## config.mk

```make
export PLATFORM = sky130hd
export DESIGN_NAME = neighbor_assoc_tick_table
export DESIGN_NICKNAME = d
export VERILOG_FILES = /design/src/hw/rtl/natt_pkg.sv /design/src/hw/rtl/natt_ram.sv /design/src/hw/rtl/neighbor_assoc_tick_table.sv
export SDC_FILE = /design/constraint.sdc
export NUM_CORES = 1
export LEC_CHECK = 0
export BUFFER_PORTS_ARGS = -buffer_cell sky130_fd_sc_hd__buf_2
export CAP_MARGIN = 20
export CORE_MARGIN = 8
export CORE_UTILIZATION = 35
export CTS_BUF_LIST = sky130_fd_sc_hd__clkbuf_4
export DETAILED_ROUTE_END_ITERATION = 16
export MAX_ROUTING_LAYER = met4
export PLACE_DENSITY = 0.53
export SLEW_MARGIN = 20
export SYNTH_ARGS = -nofsm -noshare
export SYNTH_HDL_FRONTEND = slang
export SYNTH_SLANG_ARGS = --single-unit
```

## constraint.sdc

```tcl
create_clock -name clk -period 4.6 [get_ports clk]
set_input_delay 0.92 -clock clk [delete_from_list [all_inputs] [get_ports clk]]
set_output_delay 0.92 -clock clk [all_outputs]
set_load 0.01 [all_outputs]
```

## src/hw/rtl/natt_pkg.sv

```systemverilog
package natt_pkg;

  // command codes
  localparam logic [1:0] CMD_INC   = 2'd0;
  localparam logic [1:0] CMD_DEL   = 2'd1;
  localparam logic [1:0] CMD_QUERY = 2'd2;
  localparam logic [1:0] CMD_LIST  = 2'd3;

  // status codes
  localparam logic STATUS_OK   = 1'b0;
  localparam logic STATUS_FULL = 1'b1;

  localparam logic [31:0] TICK_MAX = 32'hFFFF_FFFF;

  typedef struct packed {
    logic [1:0]  command;
    logic [31:0] neighbor_addr;
  } natt_in_t;

  typedef struct packed {
    logic        found;
    logic [31:0] tick;
    logic [31:0] entry_addr;
    logic        status;
    logic        last;
  } natt_out_t;

endpackage

```

## src/hw/rtl/natt_ram.sv

```systemverilog
module natt_ram #(
  parameter int WIDTH = 64,
  parameter int DEPTH = 16
) (
  input  logic                                  clk,
  input  logic                                  wr_en,
  input  logic [(DEPTH > 1 ? $clog2(DEPTH) : 1)-1:0] wr_addr,
  input  logic [WIDTH-1:0]                      wr_data,
  input  logic                                  rd_en,
  input  logic [(DEPTH > 1 ? $clog2(DEPTH) : 1)-1:0] rd_addr,
  output logic [WIDTH-1:0]                      rd_data
);

  logic [WIDTH-1:0] mem [DEPTH];

  // single write port
  always_ff @(posedge clk) begin
    if (wr_en) begin
      mem[wr_addr] <= wr_data;
    end
  end

  // registered read port
  always_ff @(posedge clk) begin
    if (rd_en) begin
      rd_data <= mem[rd_addr];
    end
  end

endmodule

```

## src/hw/rtl/neighbor_assoc_tick_table.sv

```systemverilog
// An increase, delete or query beat taken at start gives one result after the slot scan.
// List results come out during the slot scan, the final one (last set) after it.
// A new beat is taken only while idle (busy low): the slot memory is scanned through
// its one read port, one slot a cycle, then a finish step writes back and answers.
// Reset: synchronous active-low rst_n empties the table; no clearing pass is needed.
// The receiver cannot stall: each result is shown for one cycle on out_strobe.
module neighbor_assoc_tick_table #(
  parameter int TABLE_ENTRIES = 16
) (
  input  logic                clk,
  input  logic                rst_n,
  input  logic                start,
  output logic                busy,
  input  natt_pkg::natt_in_t  in_data,
  output logic                out_strobe,
  output natt_pkg::natt_out_t out_data
);
  import natt_pkg::*;

  localparam int IW = (TABLE_ENTRIES > 1) ? $clog2(TABLE_ENTRIES) : 1;
  localparam int CW = $clog2(TABLE_ENTRIES + 1);
  localparam logic [CW-1:0] CNT_END  = CW'(TABLE_ENTRIES);
  localparam logic [IW-1:0] LAST_IDX = IW'(TABLE_ENTRIES - 1);

  localparam logic [1:0] ST_IDLE   = 2'd0;
  localparam logic [1:0] ST_SCAN   = 2'd1;
  localparam logic [1:0] ST_FINISH = 2'd2;

  logic [1:0]               state_r;
  logic [1:0]               cmd_r;
  logic [31:0]              addr_r;
  logic [CW-1:0]            issue_cnt_r;
  logic                     chk_vld_r;
  logic [IW-1:0]            chk_idx_r;
  logic [TABLE_ENTRIES-1:0] valid_r;
  logic                     hit_r;
  logic [IW-1:0]            hit_idx_r;
  logic [31:0]              hit_tick_r;
  logic                     free_vld_r;
  logic [IW-1:0]            free_idx_r;
  logic                     pend_vld_r;
  logic [31:0]              pend_tick_r;
  logic [31:0]              pend_addr_r;
  logic                     out_strobe_r;
  logic                     out_strobe_nxt;
  natt_out_t                out_r;

  logic              rd_en;
  logic [63:0]       rd_data;
  logic              wr_en;
  logic [IW-1:0]     wr_addr;
  logic [63:0]       wr_data;
  logic              slot_vld;
  logic              slot_hit;
  logic [31:0]       slot_addr;
  logic [31:0]       slot_tick;
  logic [31:0]       tick_inc;

  // slot memory: address in the upper half, tick in the lower
  natt_ram #(
    .WIDTH (64),
    .DEPTH (TABLE_ENTRIES)
  ) u_slot_ram (
    .clk     (clk),
    .wr_en   (wr_en),
    .wr_addr (wr_addr),
    .wr_data (wr_data),
    .rd_en   (rd_en),
    .rd_addr (issue_cnt_r[IW-1:0]),
    .rd_data (rd_data)
  );

  // scan compare on the slot returned by the memory
  assign slot_addr = rd_data[63:32];
  assign slot_tick = rd_data[31:0];
  assign slot_vld  = valid_r[chk_idx_r];
  assign slot_hit  = slot_vld && (slot_addr == addr_r);
  assign rd_en     = (state_r == ST_SCAN) && (issue_cnt_r < CNT_END);

  // saturating tick increment
  assign tick_inc = (hit_tick_r == TICK_MAX) ? hit_tick_r : hit_tick_r + 32'd1;

  // write back only for increase, after the scan has ended
  assign wr_en   = (state_r == ST_FINISH) && (cmd_r == CMD_INC) && (hit_r || free_vld_r);
  assign wr_addr = hit_r ? hit_idx_r : free_idx_r;
  assign wr_data = {addr_r, (hit_r ? tick_inc : 32'd1)};

  // a beat goes out at the end of every command and for each held list entry
  assign out_strobe_nxt = (state_r == ST_FINISH) ||
                          ((state_r == ST_SCAN) && chk_vld_r && (cmd_r == CMD_LIST) &&
                           slot_vld && pend_vld_r);

  assign busy       = (state_r != ST_IDLE);
  assign out_strobe = out_strobe_r;
  assign out_data   = out_r;

  // result strobe and read return flag
  always_ff @(posedge clk) begin
    if (!rst_n) begin
      out_strobe_r <= 1'b0;
      chk_vld_r    <= 1'b0;
    end else begin
      out_strobe_r <= out_strobe_nxt;
      chk_vld_r    <= rd_en;
    end
  end

  // sequencer: accept, scan, finish
  always_ff @(posedge clk) begin
    if (!rst_n) begin
      state_r      <= ST_IDLE;
      valid_r      <= '0;
      hit_r        <= 1'b0;
      free_vld_r   <= 1'b0;
      pend_vld_r   <= 1'b0;
      issue_cnt_r  <= '0;
    end else begin
      case (state_r)
        ST_IDLE: begin
          if (start) begin
            cmd_r       <= in_data.command;
            addr_r      <= in_data.neighbor_addr;
            issue_cnt_r <= '0;
            hit_r       <= 1'b0;
            free_vld_r  <= 1'b0;
            pend_vld_r  <= 1'b0;
            state_r     <= ST_SCAN;
          end
        end
        ST_SCAN: begin
          // issue one slot read a cycle
          if (issue_cnt_r < CNT_END) begin
            issue_cnt_r <= issue_cnt_r + CW'(1);
            chk_idx_r   <= issue_cnt_r[IW-1:0];
          end
          // examine the slot returned by the previous read
          if (chk_vld_r) begin
            if (cmd_r == CMD_LIST) begin
              // hold one entry back so the final one can carry last
              if (slot_vld) begin
                if (pend_vld_r) begin
                  out_r.found      <= 1'b1;
                  out_r.tick       <= pend_tick_r;
                  out_r.entry_addr <= pend_addr_r;
                  out_r.status     <= STATUS_OK;
                  out_r.last       <= 1'b0;
                end
                pend_vld_r  <= 1'b1;
                pend_tick_r <= slot_tick;
                pend_addr_r <= slot_addr;
              end
            end else begin
              if (slot_hit) begin
                hit_r      <= 1'b1;
                hit_idx_r  <= chk_idx_r;
                hit_tick_r <= slot_tick;
              end
              // lowest free slot
              if (!slot_vld && !free_vld_r) begin
                free_vld_r <= 1'b1;
                free_idx_r <= chk_idx_r;
              end
            end
            if (chk_idx_r == LAST_IDX) begin
              state_r <= ST_FINISH;
            end
          end
        end
        ST_FINISH: begin
          out_r.last <= 1'b1;
          case (cmd_r)
            CMD_INC: begin
              out_r.entry_addr <= addr_r;
              if (hit_r) begin
                out_r.found  <= 1'b1;
                out_r.tick   <= tick_inc;
                out_r.status <= STATUS_OK;
              end else if (free_vld_r) begin
                out_r.found         <= 1'b0;
                out_r.tick          <= 32'd1;
                out_r.status        <= STATUS_OK;
                valid_r[free_idx_r] <= 1'b1;
              end else begin
                out_r.found  <= 1'b0;
                out_r.tick   <= '0;
                out_r.status <= STATUS_FULL;
              end
            end
            CMD_DEL: begin
              out_r.entry_addr <= addr_r;
              out_r.status     <= STATUS_OK;
              out_r.found      <= hit_r;
              out_r.tick       <= hit_r ? hit_tick_r : 32'd0;
              if (hit_r) begin
                valid_r[hit_idx_r] <= 1'b0;
              end
            end
            CMD_QUERY: begin
              out_r.entry_addr <= addr_r;
              out_r.status     <= STATUS_OK;
              out_r.found      <= hit_r;
              out_r.tick       <= hit_r ? hit_tick_r : 32'd0;
            end
            CMD_LIST: begin
              // final held entry, or the empty-table beat
              out_r.status     <= STATUS_OK;
              out_r.found      <= pend_vld_r;
              out_r.tick       <= pend_vld_r ? pend_tick_r : 32'd0;
              out_r.entry_addr <= pend_vld_r ? pend_addr_r : 32'd0;
            end
            default: begin
              out_r.entry_addr <= addr_r;
              out_r.status     <= STATUS_OK;
              out_r.found      <= 1'b0;
              out_r.tick       <= '0;
            end
          endcase
          state_r <= ST_IDLE;
        end
        default: begin
          state_r <= ST_IDLE;
        end
      endcase
    end
  end

endmodule
```

== Word level (Yosys, flattened, before mapping) ==
Memory sizes are Yosys's and may differ from the RTL's. A register that Yosys moved wholly into a read port is not among the register bits.
Index checks and enable logic that the tools add are counted.
Operators by class
  reductions and logical operators: 34
  equality and inequality tests: 21
  add/subtract/negate cells: 2
  bitwise operators: 4
  $lt $le $gt $ge: 6
  multiplexer cells: 48
Operators by type and width (number)
  $mux 67: 4
  $pmux 66 s3: 1
  $mux 32: 5
  $pmux 67 s2: 1
  $mux 16: 3
  $reduce_and 5->1: 7
  $mux 33: 1
  $add 32x1->32 const B: 1
  $eq 32x32->1: 1
  $eq 32x32->1 const B: 1
  $pmux 16 s2: 1
  $mux 1: 18
  $ne 2x2->1 const B: 9
  $and 16x16->16: 1
  $not 16->16: 1
  $or 16x16->16: 1
  $lt 4x5->1 const B: 3
  $reduce_and 3->1: 4
  $logic_and 1x1->1: 11
  $mux 5: 2
  $pmux 5 s2: 1
  $demux 1 s4: 2
  $ge 4x1->1 const B: 2
  $ne 2x1->1 const B: 4
  17 further kinds: 30
Storage, ports and cells
  input port bits: 37
  flip-flop bits (word level): 237
  RAM bits: 1024
  memories: 1
  word-level logic and storage cells: 137
Memory list
  u_slot_ram.mem: depth 16, width 64, read ports 1, clocked after memory_dff 1, write ports 1, line natt_ram.sv:14  | logic [WIDTH-1:0] mem [DEPTH];

== Longest topological paths before layout ==
  depth in word-level cells: 8
  depth in mapped cells: 10
  mapped depth without buffers: 8

== Hierarchy ==
A second synthesis with hierarchy kept.
Second synthesis, totals
  cells, all modules: 2414
  area total of the unflattened synthesis: 50521.0 sq um
Modules (own cells, without submodules)
  natt_ram: times used 1, area each 40222.3 sq um, cells each 1647
  neighbor_assoc_tick_table: times used 1, area each 10298.6 sq um, cells each 767

== Least setup slack after synthesis ==
OpenSTA, ideal clock, no wires.
  path kind: flip-flop to flip-flop
  start: reg chk_idx_r[0]
  end: reg out_r, in the netlist out_data[0], enable pin
  arrival: 4.555 ns
  period minus slack after synthesis: 5.069 ns
  path slack: -0.469 ns
  cell stages (with the launch flop): 6
  path through: edfxtp_1 > clkbuf_1 > mux4_2 > mux4_2 > nand2_1 > a21oi_1
Between the ends
  longest elaborated chain between the ends: 4
Ends and longest elaborated chain
  from (decl): line neighbor_assoc_tick_table.sv:34  | logic [IW-1:0] chk_idx_r;
  from (signal assigned): line neighbor_assoc_tick_table.sv:134  | chk_idx_r <= issue_cnt_r[IW-1:0];
  $bmux 1 s4: line neighbor_assoc_tick_table.sv:76  | assign slot_vld = valid_r[chk_idx_r];
  $mux 1 (not written as such): line neighbor_assoc_tick_table.sv:76
  $ne 2x2->1 (no line)
  $reduce_and 6->1 (no line)
  to (decl): line neighbor_assoc_tick_table.sv:46  | natt_out_t out_r;
No other way between the ends. The select of a mux whose other input is x is not followed.
A chain may end at the register's enable or synchronous reset.

== Final worst setup path ==
  start: reg hit_tick_r[0]
  end: mem u_slot_ram.mem[15][30] (data pin)
Between the ends
  longest elaborated chain between the ends: 3
  elaborated cells between the ends (all ways): 4
  those cells by class: 1 x add/sub; 1 x eq/ne; 2 x mux
Ends and longest elaborated chain
  from (decl): line neighbor_assoc_tick_table.sv:38  | logic [31:0] hit_tick_r;
  from (signal assigned): line neighbor_assoc_tick_table.sv:156  | hit_tick_r <= slot_tick;
  $add 32x1->32 / $eq 32x32->1 (equally long branches): line neighbor_assoc_tick_table.sv:81  | assign tick_inc = (hit_tick_r == TICK_MAX) ? hit_tick_r : hit_tick_r + 32'd1;
  $mux 32 *: line neighbor_assoc_tick_table.sv:81
  $mux 32 *: line neighbor_assoc_tick_table.sv:86  | assign wr_data = {addr_r, (hit_r ? tick_inc : 32'd1)};
  via u_slot_ram.wr_data[30]: line natt_ram.sv:8  | input logic [WIDTH-1:0] wr_data,
  to (decl): line natt_ram.sv:14
The timed path passes the listed nets; every way through them passes the cells marked *.

==> out/metrics.cfg <==
[outcome]
status=finished clean

[pwr]
peakVddDrop_mv=0.2537
power.total_mw=24.01
p_leak_nw=16.95
p_per_area_nw_per_um2=408.8

[clocking]
worst_skew_pair.late_latency_ps=1250
clk_pin_slew_ps=70
cts_tree=yes
htreeDepth=5
cts.path.max_buffers=4
cts.sinks=1325
cts_buffers=358
post_cts_buffers=0
cts_resized=0
clock-root-buffer=clkbuf_4

[global_route]
grt-ovfl-total=0
grt_pass1_vias=27410
antenna_found_initial=10
grt_usage=0.1661
grt_start_max_net_pins=70
grt_pass1_wl_um=186600

[place]
place_area_um2=54010
numPortBuffers=105
post-dp-hpwl_um=69070
dp_slack_ps=969.7
globalplace.congestion=0.7781

[synth]
synth_top_area_cell=edfxtp_1
postSynthCellCount=2300
yosysSeqAreaShare=0.7799
synth_area_um2=50660
synth_top_area_frac=0.7689
synthTopCellsByArea=edfxtp_1, mux4_2, dfxtp_1
synth_seq_cells=1325
synth_common_cells=edfxtp_1, mux4_2, clkbuf_1, nand2_1, nor2_1
async_reset_ff_frac=0
ys_types=59
synth.yosys.warnings=0
synth.most_common_cell=edfxtp_1
avgSynthCellArea_um2=22.02
synth-edff-count=1297
synthFlopType=edfxtp_1
syn-num-nets=2342

[timing]
fmax_mhz=274.6
setup_viol=0
fin_tns_setup_ps=0
drv_slew=0
setup_ws_ps=958.9
max_slew_margin=0.2379
finalHoldViolations=0
rsz0062_at_grt=false
period_minus_slack_ps=3641
period_share=0.7916
fin_skew_ps=130.5
tightest_slew_ps=1143

[floorplanning]
initial_core_util=0.3526
die_x_um=396.4
die_area_um2=157200
ioPinCount=106
core-area_um2=143700
die_y_um=396.4
rows=139

[finish]
regArea_um2=39520
fin_nets=2791
multi_input_area_um2=10830
fillers=12830
area_delta_synth_final_pct=15.92
fin_area_um2=58720
drive_above_1_share=0.3631

[critical_path]
path_max_fanout=16
critPathKind=flop to flop
crit_arrival_ps=4450
worstPathRequired_ps=5410
start_kind=flop
end_kind=flop
reg2regPathDepth=6

[job]
drv_cap=0

[detailed_routing]
wl_um=128400
drc=0
drt_iter0_drc=2386
first_pass_iters=5
routedWlPerCell_um=26.21
route.vias.total=25490
viasPerCell=5.203
postRouteAntennaNets=0

[worst_hold_path]
whs_path_depth=2
hp-class=input pin to flop

## critical path: stages, from the launching register on
cell      delay, ps
edfxtp_1        520
ha_1            400
nand3_1         270
or4_1           730
or3_4           410
xor2_1          160
nor2b_1         780
## repair_timing
action,CTS,global route
hold buffers,36,0
setup endpoints to repair,0,0
endpoints found under the hold margin,38,0
## flip-flops by register name, summed over array words and instances, names as in the netlist
register	cells
free_vld_r	1
cmd_r	2
free_idx_r	4
chk_vld_r	1
chk_idx_r	4
pend_addr_r	32
valid_r	16
addr_r	32
pend_tick_r	32
hit_idx_r	4
out_strobe	1
pend_vld_r	1
u_slot_ram.mem	1024
state_r	2
out_data	67
hit_tick_r	32
hit_r	1
issue_cnt_r	5
u_slot_ram.rd_data	64
## report_power, final
group	total, mW	switching [mW]	internal, mW	leakage, nW
Clock	10.0	4.64	5.39	2.62
Combinational	0.628	0.322	0.306	3.40
Sequential	13.3	0.118	13.2	10.9
## metal layers
layer / GRT usage / wire (µm)
met1: 0.2146 / 54970
met2: 0.2608 / 62570
met3: 0.03918 / 7913
met4: 0.05485 / 2959
met5: - / 0
## layout by cell type, fill, tap and decap left out, types with 26 or more instances in the layout
cell type         n
a22o_1           32
and2_1           28
buf_2           105
buf_4            43
clkbuf_4        538
clkinv_1         50
dlygate4sd3_1    36
edfxtp_1       1297
mux4_2          325
nand2_1          71
nand3_1          27
nor2_1           38
o21ai_0          43
xnor2_1          35
xor2_1           26
## area by class of cell
type	count	share of cell area
antenna	8	0.0003409
clock buffer	538	0.06878
clock inverter	61	0.004901
inverter	9	0.0005753
multi-input combinational	851	0.1844
sequential	1325	0.6731
tap	1903	0.04055
timing repair buffer	204	0.02740
## worst paths after layout
kind,start,to,slack [ps]
max reg2reg,hit_tick_r[0],u_slot_ram.mem[15][30],960
min,rst_n,issue_cnt_r[0],190
max,hit_tick_r[0],u_slot_ram.mem[15][30],960
min reg2reg,u_slot_ram.rd_data[28],hit_tick_r[28],420
## logic make-up after synthesis
kind of cell    after synthesis  synth area share
flops                      1325            0.7799
mux                         327            0.1449
simple gates                295           0.03095
compound gates              163           0.02277
buf+inv                     124          0.009682
xor+xnor                     61           0.01055
fa+ha+maj                     5          0.001235
## per-stage QoR
| stage | hold slack (ps) | utilization | instances |
|---|---|---|---|
| final | 189.5 | 0.4088 | 4899 |
| after global routing | 55.09 | 0.4088 | 4899 |
| after global placement | 430.9 | 0.3760 | 4256 |
| after floorplan | 406.4 | - | 2300 |
| after detailed placement | 435.8 | 0.3760 | 4256 |
| after CTS | 2.122 | 0.4086 | 4891 |
No activity file was read; power rests on OpenSTA's default activity.
